`config.mk`:
```
export PLATFORM = sky130hd
export DESIGN_NAME = spectrum_top_two_peak_finder_unit
export DESIGN_NICKNAME = d
export VERILOG_FILES = /design/src/rtl/stf_pkg.sv /design/src/rtl/stf_tracker.sv /design/src/rtl/stf_scale.sv /design/src/rtl/spectrum_top_two_peak_finder_unit.sv
export SDC_FILE = /design/constraint.sdc
export NUM_CORES = 2
export LEC_CHECK = 0
export ABC_AREA = 1
export ABC_CLOCK_PERIOD_IN_PS = 10300
export BUFFER_PORTS_ARGS = -buffer_cell sky130_fd_sc_hd__buf_2
export CORE_MARGIN = 1.5
export CORE_UTILIZATION = 45
export DETAILED_ROUTE_END_ITERATION = 16
export REMOVE_ABC_BUFFERS = 1
export SLEW_MARGIN = 5
export SYNTH_ARGS = -nofsm -noshare
export SYNTH_HDL_FRONTEND = slang
export SYNTH_HIERARCHICAL = 1
export SYNTH_SLANG_ARGS = --single-unit
```
`constraint.sdc`:
```
create_clock -name clk_i -period 10.3 [get_ports clk_i]
set_input_delay 0.515 -clock clk_i [delete_from_list [all_inputs] [get_ports clk_i]]
set_output_delay 0.515 -clock clk_i [all_outputs]
set_load 0.05 [all_outputs]
```
`src/rtl/stf_pkg.sv`:
```
`timescale 1ns / 1ps
`default_nettype none

package stf_pkg;

  localparam int unsigned DEF_MAG_WIDTH    = 32;
  localparam int unsigned DEF_MAX_LOG2_LEN = 12;
  localparam int unsigned MIN_LOG2_LEN     = 4;

  localparam int unsigned LOG2_LEN_W = 4;
  localparam int unsigned RATE_W     = 27;
  localparam int unsigned DC_W       = 28;
  localparam int unsigned FREQ_W     = 26;
  localparam int unsigned AMP_W      = 29;

  localparam int unsigned APB_ADDR_W = 3;
  localparam int unsigned APB_DATA_W = 32;

  localparam logic [LOG2_LEN_W-1:0] LOG2_LEN_RST = LOG2_LEN_W'(10);
  localparam logic [RATE_W-1:0]     RATE_RST     = RATE_W'(1000000);

  typedef enum logic {
    REG_LOG2_LEN = 1'b0,
    REG_RATE     = 1'b1
  } reg_idx_e;

endpackage

`default_nettype wire

```
`src/rtl/stf_tracker.sv`:
```
`timescale 1ns / 1ps
`default_nettype none

module stf_tracker
  import stf_pkg::*;
#(
  parameter int unsigned MAG_WIDTH    = DEF_MAG_WIDTH,
  parameter int unsigned MAX_LOG2_LEN = DEF_MAX_LOG2_LEN,
  parameter int unsigned LW           = $clog2(MAX_LOG2_LEN + 1),
  parameter int unsigned IW           = MAX_LOG2_LEN - 1
) (
  input  wire logic                 clk_i,
  input  wire logic                 rst_ni,
  input  wire logic [LW-1:0]        eff_l_i,
  input  wire logic                 bin_valid_i,
  input  wire logic [MAG_WIDTH-1:0] bin_magnitude_i,
  output logic                      bin_stall_o,
  output logic                      snap_valid_o,
  input  wire logic                 snap_ready_i,
  output logic [MAG_WIDTH-1:0]      snap_dc_o,
  output logic [MAG_WIDTH-1:0]      snap_p1v_o,
  output logic [MAG_WIDTH-1:0]      snap_p2v_o,
  output logic [IW-1:0]             snap_p1i_o,
  output logic [IW-1:0]             snap_p2i_o
);

  localparam int unsigned CW = MAX_LOG2_LEN;

  logic [CW-1:0]        count_q;
  logic [MAG_WIDTH-1:0] dc_q;
  logic [MAG_WIDTH-1:0] p1v_q;
  logic [MAG_WIDTH-1:0] p2v_q;
  logic [IW-1:0]        p1i_q;
  logic [IW-1:0]        p2i_q;

  logic                 snap_v_q;
  logic [MAG_WIDTH-1:0] snap_dc_q;
  logic [MAG_WIDTH-1:0] snap_p1v_q;
  logic [MAG_WIDTH-1:0] snap_p2v_q;
  logic [IW-1:0]        snap_p1i_q;
  logic [IW-1:0]        snap_p2i_q;

  logic [CW-1:0] last_pos;
  logic [CW-1:0] upper_mask;
  logic          accept;
  logic          last;
  logic          in_half;

  assign last_pos   = ~({CW{1'b1}} << eff_l_i);
  assign upper_mask = {CW{1'b1}} << (eff_l_i - LW'(1));
  assign last       = (count_q >= last_pos);
  assign in_half    = ((count_q & upper_mask) == '0);

  assign bin_stall_o = snap_v_q & ~snap_ready_i;
  assign accept      = bin_valid_i & ~bin_stall_o;

  // frame tracking: dc capture, top-two update with strict compare
  always_ff @(posedge clk_i or negedge rst_ni) begin
    if (!rst_ni) begin
      count_q <= '0;
      dc_q    <= '0;
      p1v_q   <= '0;
      p2v_q   <= '0;
      p1i_q   <= '0;
      p2i_q   <= '0;
    end else if (accept) begin
      if (last) begin
        count_q <= '0;
        dc_q    <= '0;
        p1v_q   <= '0;
        p2v_q   <= '0;
        p1i_q   <= '0;
        p2i_q   <= '0;
      end else begin
        count_q <= count_q + CW'(1);
        if (count_q == '0) begin
          dc_q <= bin_magnitude_i;
        end else if (in_half) begin
          if (bin_magnitude_i > p1v_q) begin
            p2v_q <= p1v_q;
            p2i_q <= p1i_q;
            p1v_q <= bin_magnitude_i;
            p1i_q <= count_q[IW-1:0];
          end else if (bin_magnitude_i > p2v_q) begin
            p2v_q <= bin_magnitude_i;
            p2i_q <= count_q[IW-1:0];
          end
        end
      end
    end
  end

  always_ff @(posedge clk_i or negedge rst_ni) begin
    if (!rst_ni) begin
      snap_v_q <= 1'b0;
    end else if (accept && last) begin
      snap_v_q <= 1'b1;
    end else if (snap_ready_i) begin
      snap_v_q <= 1'b0;
    end
  end

  always_ff @(posedge clk_i) begin
    if (accept && last) begin
      snap_dc_q  <= dc_q;
      snap_p1v_q <= p1v_q;
      snap_p2v_q <= p2v_q;
      snap_p1i_q <= p1i_q;
      snap_p2i_q <= p2i_q;
    end
  end

  assign snap_valid_o = snap_v_q;
  assign snap_dc_o    = snap_dc_q;
  assign snap_p1v_o   = snap_p1v_q;
  assign snap_p2v_o   = snap_p2v_q;
  assign snap_p1i_o   = snap_p1i_q;
  assign snap_p2i_o   = snap_p2i_q;

  a_peak_order: assert property (@(posedge clk_i) disable iff (!rst_ni)
    p1v_q >= p2v_q)
    else $error("second peak exceeds first peak");

  a_peak_distinct: assert property (@(posedge clk_i) disable iff (!rst_ni)
    (p2v_q != '0) |-> (p1i_q != p2i_q))
    else $error("both peaks share one index");

  a_frame_end: assert property (@(posedge clk_i) disable iff (!rst_ni)
    (accept && last) |=> (snap_v_q && count_q == '0 && p1v_q == '0))
    else $error("frame end did not load snapshot and clear trackers");

  a_snap_hold: assert property (@(posedge clk_i) disable iff (!rst_ni)
    (snap_v_q && !snap_ready_i) |=> (snap_v_q && $stable(snap_p1v_q)
                                     && $stable(snap_dc_q)))
    else $error("held snapshot changed");

endmodule

`default_nettype wire

```
`src/rtl/stf_scale.sv`:
```
`timescale 1ns / 1ps
`default_nettype none

module stf_scale
  import stf_pkg::*;
#(
  parameter int unsigned MAG_WIDTH    = DEF_MAG_WIDTH,
  parameter int unsigned MAX_LOG2_LEN = DEF_MAX_LOG2_LEN,
  parameter int unsigned LW           = $clog2(MAX_LOG2_LEN + 1),
  parameter int unsigned IW           = MAX_LOG2_LEN - 1
) (
  input  wire logic                 clk_i,
  input  wire logic                 rst_ni,
  input  wire logic [LW-1:0]        eff_l_i,
  input  wire logic [RATE_W-1:0]    rate_i,
  input  wire logic                 snap_valid_i,
  output logic                      snap_ready_o,
  input  wire logic [MAG_WIDTH-1:0] snap_dc_i,
  input  wire logic [MAG_WIDTH-1:0] snap_p1v_i,
  input  wire logic [MAG_WIDTH-1:0] snap_p2v_i,
  input  wire logic [IW-1:0]        snap_p1i_i,
  input  wire logic [IW-1:0]        snap_p2i_i,
  output logic                      out_valid_o,
  input  wire logic                 out_stall_i,
  output logic [DC_W-1:0]           dc_level_o,
  output logic [FREQ_W-1:0]         peak1_freq_hz_o,
  output logic [FREQ_W-1:0]         peak2_freq_hz_o,
  output logic [AMP_W-1:0]          peak1_level_o,
  output logic [AMP_W-1:0]          peak2_level_o
);

  localparam int unsigned PW = IW + RATE_W;
  localparam int unsigned AW = MAG_WIDTH + 1;

  logic                 prod_v_q;
  logic [PW-1:0]        prod1_q;
  logic [PW-1:0]        prod2_q;
  logic [MAG_WIDTH-1:0] dc_q;
  logic [MAG_WIDTH-1:0] p1v_q;
  logic [MAG_WIDTH-1:0] p2v_q;

  logic              out_v_q;
  logic [DC_W-1:0]   dc_level_q;
  logic [FREQ_W-1:0] peak1_freq_q;
  logic [FREQ_W-1:0] peak2_freq_q;
  logic [AMP_W-1:0]  peak1_level_q;
  logic [AMP_W-1:0]  peak2_level_q;

  logic          out_ready;
  logic          prod_ready;
  logic [AW-1:0] amp1_sh;
  logic [AW-1:0] amp2_sh;

  assign out_ready    = ~out_v_q | ~out_stall_i;
  assign prod_ready   = ~prod_v_q | out_ready;
  assign snap_ready_o = prod_ready;

  always_ff @(posedge clk_i or negedge rst_ni) begin
    if (!rst_ni) begin
      prod_v_q <= 1'b0;
    end else if (prod_ready) begin
      prod_v_q <= snap_valid_i;
    end
  end

  // multiply stage: index times rate
  always_ff @(posedge clk_i) begin
    if (prod_ready && snap_valid_i) begin
      prod1_q <= PW'(snap_p1i_i) * PW'(rate_i);
      prod2_q <= PW'(snap_p2i_i) * PW'(rate_i);
      dc_q    <= snap_dc_i;
      p1v_q   <= snap_p1v_i;
      p2v_q   <= snap_p2v_i;
    end
  end

  assign amp1_sh = {p1v_q, 1'b0} >> eff_l_i;
  assign amp2_sh = {p2v_q, 1'b0} >> eff_l_i;

  always_ff @(posedge clk_i or negedge rst_ni) begin
    if (!rst_ni) begin
      out_v_q <= 1'b0;
    end else if (out_ready) begin
      out_v_q <= prod_v_q;
    end
  end

  // shift stage: divide by the transform length, amplitudes doubled first
  always_ff @(posedge clk_i) begin
    if (out_ready && prod_v_q) begin
      dc_level_q    <= DC_W'(dc_q >> eff_l_i);
      peak1_freq_q  <= FREQ_W'(prod1_q >> eff_l_i);
      peak2_freq_q  <= FREQ_W'(prod2_q >> eff_l_i);
      peak1_level_q <= AMP_W'(amp1_sh);
      peak2_level_q <= AMP_W'(amp2_sh);
    end
  end

  assign out_valid_o     = out_v_q;
  assign dc_level_o      = dc_level_q;
  assign peak1_freq_hz_o = peak1_freq_q;
  assign peak2_freq_hz_o = peak2_freq_q;
  assign peak1_level_o   = peak1_level_q;
  assign peak2_level_o   = peak2_level_q;

  a_prod_load: assert property (@(posedge clk_i) disable iff (!rst_ni)
    (snap_valid_i && prod_ready) |=> prod_v_q)
    else $error("snapshot taken but product stage empty");

  a_prod_hold: assert property (@(posedge clk_i) disable iff (!rst_ni)
    (prod_v_q && !out_ready) |=> (prod_v_q && $stable(prod1_q)))
    else $error("blocked product stage lost its request");

  a_out_load: assert property (@(posedge clk_i) disable iff (!rst_ni)
    (prod_v_q && out_ready) |=> out_v_q)
    else $error("product stage drained without filling output");

endmodule

`default_nettype wire

```
`src/rtl/spectrum_top_two_peak_finder_unit.sv`:
```
// Spectrum top-two peak finder. Takes magnitude bins of an N-point spectrum
// (N = 2^log2_length, clamped to 4..MAX_LOG2_LEN) in order, one bin per
// cycle, and counts them itself: bin 0 sets the DC level, bins 1..N/2-1
// track the two largest magnitudes, the upper half is ignored. The last bin
// of a frame produces one request with DC level, two frequencies and two
// amplitudes; it reaches the output through the snapshot register, the
// index-times-rate multiplier register and the shift register. The input
// is stalled only while a finished frame waits behind a stalled output;
// otherwise bins flow at one per cycle. Configuration is
// on an APB port: log2_length at 0x0, sample_rate_hz at 0x4.
`timescale 1ns / 1ps
`default_nettype none

module spectrum_top_two_peak_finder_unit
  import stf_pkg::*;
#(
  parameter int unsigned MAG_WIDTH    = DEF_MAG_WIDTH,
  parameter int unsigned MAX_LOG2_LEN = DEF_MAX_LOG2_LEN
) (
  input  wire logic                  clk_i,
  input  wire logic                  rst_ni,
  input  wire logic                  psel,
  input  wire logic                  penable,
  input  wire logic                  pwrite,
  input  wire logic [APB_ADDR_W-1:0] paddr,
  input  wire logic [APB_DATA_W-1:0] pwdata,
  output logic [APB_DATA_W-1:0]      prdata,
  output logic                       pready,
  input  wire logic                  in_valid_i,
  output logic                       in_stall_o,
  input  wire logic [MAG_WIDTH-1:0]  bin_magnitude_i,
  output logic                       out_valid_o,
  input  wire logic                  out_stall_i,
  output logic [DC_W-1:0]            dc_level_o,
  output logic [FREQ_W-1:0]          peak1_freq_hz_o,
  output logic [FREQ_W-1:0]          peak2_freq_hz_o,
  output logic [AMP_W-1:0]           peak1_level_o,
  output logic [AMP_W-1:0]           peak2_level_o
);

  localparam int unsigned LW = $clog2(MAX_LOG2_LEN + 1);
  localparam int unsigned IW = MAX_LOG2_LEN - 1;

  logic [LOG2_LEN_W-1:0] log2_len_q;
  logic [RATE_W-1:0]     rate_q;
  logic [LW-1:0]         eff_l;
  logic                  cfg_wr;
  reg_idx_e              reg_idx;

  logic                 snap_valid;
  logic                 snap_ready;
  logic [MAG_WIDTH-1:0] snap_dc;
  logic [MAG_WIDTH-1:0] snap_p1v;
  logic [MAG_WIDTH-1:0] snap_p2v;
  logic [IW-1:0]        snap_p1i;
  logic [IW-1:0]        snap_p2i;

  assign pready  = 1'b1;
  assign cfg_wr  = psel & penable & pwrite & pready;
  assign reg_idx = reg_idx_e'(paddr[2]);

  always_ff @(posedge clk_i or negedge rst_ni) begin
    if (!rst_ni) begin
      log2_len_q <= LOG2_LEN_RST;
      rate_q     <= RATE_RST;
    end else if (cfg_wr) begin
      case (reg_idx)
        REG_LOG2_LEN: log2_len_q <= pwdata[LOG2_LEN_W-1:0];
        REG_RATE:     rate_q     <= pwdata[RATE_W-1:0];
        default: ;
      endcase
    end
  end

  always_comb begin
    case (reg_idx)
      REG_LOG2_LEN: prdata = APB_DATA_W'(log2_len_q);
      REG_RATE:     prdata = APB_DATA_W'(rate_q);
      default:      prdata = '0;
    endcase
  end

  always_comb begin
    if (32'(log2_len_q) < 32'(MIN_LOG2_LEN)) begin
      eff_l = LW'(MIN_LOG2_LEN);
    end else if (32'(log2_len_q) > 32'(MAX_LOG2_LEN)) begin
      eff_l = LW'(MAX_LOG2_LEN);
    end else begin
      eff_l = LW'(log2_len_q);
    end
  end

  stf_tracker #(
    .MAG_WIDTH    (MAG_WIDTH),
    .MAX_LOG2_LEN (MAX_LOG2_LEN),
    .LW           (LW),
    .IW           (IW)
  ) u_tracker (
    .clk_i           (clk_i),
    .rst_ni          (rst_ni),
    .eff_l_i         (eff_l),
    .bin_valid_i     (in_valid_i),
    .bin_magnitude_i (bin_magnitude_i),
    .bin_stall_o     (in_stall_o),
    .snap_valid_o    (snap_valid),
    .snap_ready_i    (snap_ready),
    .snap_dc_o       (snap_dc),
    .snap_p1v_o      (snap_p1v),
    .snap_p2v_o      (snap_p2v),
    .snap_p1i_o      (snap_p1i),
    .snap_p2i_o      (snap_p2i)
  );

  stf_scale #(
    .MAG_WIDTH    (MAG_WIDTH),
    .MAX_LOG2_LEN (MAX_LOG2_LEN),
    .LW           (LW),
    .IW           (IW)
  ) u_scale (
    .clk_i           (clk_i),
    .rst_ni          (rst_ni),
    .eff_l_i         (eff_l),
    .rate_i          (rate_q),
    .snap_valid_i    (snap_valid),
    .snap_ready_o    (snap_ready),
    .snap_dc_i       (snap_dc),
    .snap_p1v_i      (snap_p1v),
    .snap_p2v_i      (snap_p2v),
    .snap_p1i_i      (snap_p1i),
    .snap_p2i_i      (snap_p2i),
    .out_valid_o     (out_valid_o),
    .out_stall_i     (out_stall_i),
    .dc_level_o      (dc_level_o),
    .peak1_freq_hz_o (peak1_freq_hz_o),
    .peak2_freq_hz_o (peak2_freq_hz_o),
    .peak1_level_o   (peak1_level_o),
    .peak2_level_o   (peak2_level_o)
  );

endmodule

`default_nettype wire

```
==> results list <==
- The run finished with clean final reports.
- The largest total area in the synthesized netlist belongs to sky130_fd_sc_hd__edfxtp_1.
- The die is around 330 um tall.
- At the pin with the least slew margin, the transition time is around 1.2 ns.
- Placed cell count: ~7500
* Overall track demand over capacity in global routing: 0.2450
- The worst hold path belongs to the class primary input to flop.
- After synthesis, the mean cell area works out to approximately 8 um2.
* Clock transition at the registers of the reported paths: around 0.060 ns
* Number of cells produced by synthesis: between 6000 and 7000
- The pre-antenna-repair detailed-routing pass consisted of 6 iterations.
- The signal on the critical path passes through nor2_1 -> nor3_2 -> buf_4 -> inv_1 -> ha_1 -> inv_1 -> a21oi_1 -> ha_1 -> nand3_1 -> nor3_1 -> nand2_1 -> nand3_2 -> buf_4 -> nand2_4 -> inv_4 -> buf_4.
- STA puts the critical path data required time at between 10 and 15 ns.
* Detail-routed via count per cell: around 5.2
* Number of global-route vias before repair: ~38000
- Along the worst hold path, the cell count comes to 3.
- Number of enable flip-flop cells after synthesis: approximately 430
* R2r worst-path depth: 16
- Across the run, the number of max-cap violations was 0.
* Clock Root Buffer: sky130_fd_sc_hd__clkbuf_16
* Startpoint of the worst hold path: out_stall_i
- HPWL after detailed placement: ~100 mm
* Type of element launching the critical path: flop
- Post-DR wirelength/cell: between 15 and 20 um
* End of the worst register-to-register path: u_tracker/snap_dc_o[31]
- Among all cell types in the netlist, the one instantiated most often is sky130_fd_sc_hd__nand2_1.
- Worst hold endpoint: u_scale/out_valid_o
- After global routing the overflow that remains totals 0.
- For this run, the register share of the synthesized area comes to 0.3438.
- Of all nets on the critical path, the largest fanout is 91.
- Across the routed clock network, the largest skew measured is approximately 0.034 ns.
- R2R Path Start: log2_len_q[3]
- After floorplanning, the core was divided into roughly 120 placement rows.
* Fraction of the mapped netlist area in compound gates: 0.06450
- CTS built an H-tree with a depth of 3.
- After synthesis, the cell types taking the most area are sky130_fd_sc_hd__edfxtp_1 26%, sky130_fd_sc_hd__fa_1 18%, sky130_fd_sc_hd__nand2_1 16%, sky130_fd_sc_hd__dfrtp_1 7.9%, sky130_fd_sc_hd__inv_1 7.4%.
- Timing would allow up to around 150 MHz.
* Synthesis-stage register bit count: ~590
- CP Capture Type: flop
- For this run, the number of Yosys warnings is 6.
* Dominant combinational cell family by area after synthesis: adder cells
- Counting the fill cells in the layout gives between 10000 and 15000.
* Slew HR: 0.1717
* Total via count after detailed routing: 39620
- Fraction of synthesized area in multiplexers: 0.003651
* Layout Utilization: 0.4923
* Largest net degree at the start of global routing: around 110
- For this run, the slowest stage of the critical path takes 1.12 ns.
- Resize count post-CTS: 0
- Commonest cells post-synth: 2147 x sky130_fd_sc_hd__nand2_1, 978 x sky130_fd_sc_hd__inv_1, 448 x sky130_fd_sc_hd__fa_1
- TritonCTS built the clock tree.
* Clock latency on the worst-skew pair: between 0.6 and 0.7 ns
- After detailed placement, the total cell area comes to between 0.05 and 0.06 mm2.
- Top cell family by delay on the critical path: buffers and inverters
- The worst path meets setup with approximately 3.7 ns of slack.
- Proportion of netlist area held by the largest area contributor: 0.2604
* Unrepaired setup endpoints after global routing: false
* Number of buffers inserted during clock tree synthesis: 69
- The critical path contains buffers and inverters numbering 6 combined.
- Routed Wire Length: 136.0 mm
- Initial core utilization: 0.4534
* Area growth syn-to-layout: 8.582%
- Initial DRC count: around 3500
- In the finished design, the share of the clock period the worst path needs comes to 0.6416.
- Routability-driven placement finished with a final weighted congestion of 0.9067.
- Total non-filler cell area in the finished layout: approximately 0.054 mm2
* Total area of multi-input combinational cells: about 0.027 mm2
* Total of endpoints with negative setup slack in the final report: 0
- Most frequent cell on the critical path: sky130_fd_sc_hd__buf_4
- Max-slew violation count: 0
- No sink is reached through more buffers than the 3 on the longest clock path.
* Reg-to-reg setup timing slack: roughly 3.7 ns
* Xor and xnor area share after synthesis: 0.007631
* Start point of the critical path: log2_len_q[3]
- Number of I/O port buffers: ~230
* Core Region: ~0.11 mm2
* Total count of hold-check failures in the final report: 0
- After layout, the minimum clock period comes to 6.609 ns.
- Library cell contributing the largest single delay on the critical path: sky130_fd_sc_hd__dfstp_4
- The initial antenna violation count was 3.
- Post-synth design cell area: ~0.049 mm2
- The detail route stage leaves a number of antenna-violating nets equal to 0.
- Of the total synthesized cell area, the portion taken by full adders, half adders and majority gates is 0.2416.
- Critical path class: flop to flop
- Die area: 0.1117 mm2
* Share of post-route cells with drive strength above 1: 0.07429
- Data on the critical path arrives at its endpoint at around 6.9 ns.
- Total number of clock tree sinks: between 500 and 600
- The first global-routing pass estimated between 200 and 250 mm of wire.
- After detailed routing, the number of remaining DRC violations is 0.
- DP Worst Slack: roughly 3.6 ns
* Filler-free cell count of the finished design: about 7600
* I/O pin total: roughly 250
- Most instantiated flip-flop cell in the synthesis netlist: sky130_fd_sc_hd__edfxtp_1
- Of the total synthesized cell area, the portion taken by AND, OR, NAND and NOR gates is 0.2313.
- Summing all flip-flop and latch instances after layout gives approximately 0.017 mm2.
- In the final design database the tool counted slightly below 7000 nets.
* Horizontal extent of the die: around 330 um
* Post-CTS setup buffer count: 0
* Async SR Flop Fraction: 0.2770
* Synth cell types: between 50 and 60
[metal layers]
metal,part of all wire,track usage
met4,0.025,0.07273
met2,0.45,0.3865
met1,0.45,0.3427
met5,0,0
met3,0.075,0.04691
[cell usage in the layout (no fill, tap or decap), types with 18 or more instances in the layout]
| cell type | synthesis | final |
|---|---|---|
| sky130_fd_sc_hd__nand2_1 | 2147 | 2146 |
| sky130_fd_sc_hd__inv_1 | 978 | 976 |
| sky130_fd_sc_hd__fa_1 | 448 | 448 |
| sky130_fd_sc_hd__edfxtp_1 | 428 | 428 |
| sky130_fd_sc_hd__nand3_1 | 330 | 330 |
| sky130_fd_sc_hd__nor2_1 | 249 | 246 |
| sky130_fd_sc_hd__ha_1 | 236 | 236 |
| sky130_fd_sc_hd__buf_2 | 66 | 232 |
| sky130_fd_sc_hd__o21ai_0 | 229 | 229 |
| sky130_fd_sc_hd__o21ai_1 | 162 | 161 |
| sky130_fd_sc_hd__dfrtp_1 | 155 | 155 |
| sky130_fd_sc_hd__a21oi_1 | 128 | 128 |
| sky130_fd_sc_hd__clkbuf_16 | 0 | 69 |
| sky130_fd_sc_hd__buf_4 | 40 | 61 |
| sky130_fd_sc_hd__nand4_1 | 52 | 52 |
| sky130_fd_sc_hd__xor2_1 | 35 | 35 |
| sky130_fd_sc_hd__a31oi_1 | 27 | 27 |
| sky130_fd_sc_hd__nor3_1 | 26 | 24 |
| sky130_fd_sc_hd__mux2i_1 | 18 | 18 |
[state kept, by name (all words and copies together) (netlist names), 4 cells and up]
register                 flops
u_tracker/snap_p2i_o        11
u_tracker/p2v_q             32
u_tracker/p1v_q             32
u_scale/dc_q                32
u_scale/prod1_q             38
u_scale/peak1_level_o       29
u_scale/peak2_freq_hz_o     26
u_tracker/count_q           12
u_scale/p1v_q               32
u_tracker/dc_q              32
u_scale/peak1_freq_hz_o     26
u_scale/peak2_level_o       29
u_tracker/snap_p1v_o        32
u_tracker/snap_p2v_o        32
rate_q                      27
u_scale/dc_level_o          28
u_tracker/snap_dc_o         32
u_tracker/p2i_q             11
u_scale/p2v_q               32
u_tracker/snap_p1i_o        11
u_tracker/p1i_q             11
u_scale/prod2_q             38
log2_len_q                   4
[metrics by stage]
stage | hold slack, ns | TNS [ns]
final | 0.1063 | 0
after global routing | 0.09260 | 0
after CTS | 0.06568 | 0
after detailed placement | 0.4045 | 0
after global placement | 0.4012 | 0
after floorplan | 0.2194 | -2177.68
[worst max-delay path by stage]
stage                                    end  slack, ns  cells past startpoint
floorplan           u_scale/peak1_level_o[2]      -7.35                     11
global placement     u_tracker/snap_dc_o[27]       3.77                     16
detailed placement   u_tracker/snap_dc_o[31]       3.63                     16
CTS                 u_tracker/snap_p2v_o[27]       3.66                     16
global route         u_tracker/snap_dc_o[31]       3.18                     16
finish               u_tracker/snap_dc_o[31]       3.69                     16
[kinds of logic (layout without fill, tap and decap cells)]
group / Yosys count / count (layout)
simple gates: 2843 / 2843
buf+inv: 1315 / 1411
fa+ha+maj: 684 / 684
compound gates: 595 / 595
flops: 592 / 592
xor+xnor: 43 / 43
mux: 18 / 18
other cells: 2 / 7
[worst min-delay path: cells and delay by family]
| family | cells | cell delay (ns) |
|---|---|---|
| AND/OR/NAND/NOR | 2 | 0.12 |
| buffers and inverters | 1 | 0.08 |
[cell type report]
cell class                 count  share of cell area
sequential                   592              0.3167
tap                         1414             0.03302
clock buffer                  91             0.03507
antenna                        1          0.00004670
timing repair buffer         295             0.03061
clock inverter                33            0.008382
multi-input combinational   4189              0.5064
inverter                     992             0.06981
[repair_timing]
item,4_1_cts,5_1_grt
endpoints found under the setup margin,0,0
hold buffers,1,0
hold endpoints to repair,43,0
Power is left out: the tool's default activity adds up to more than one toggle a clock period on the data nets, which glitch-free logic cannot reach.
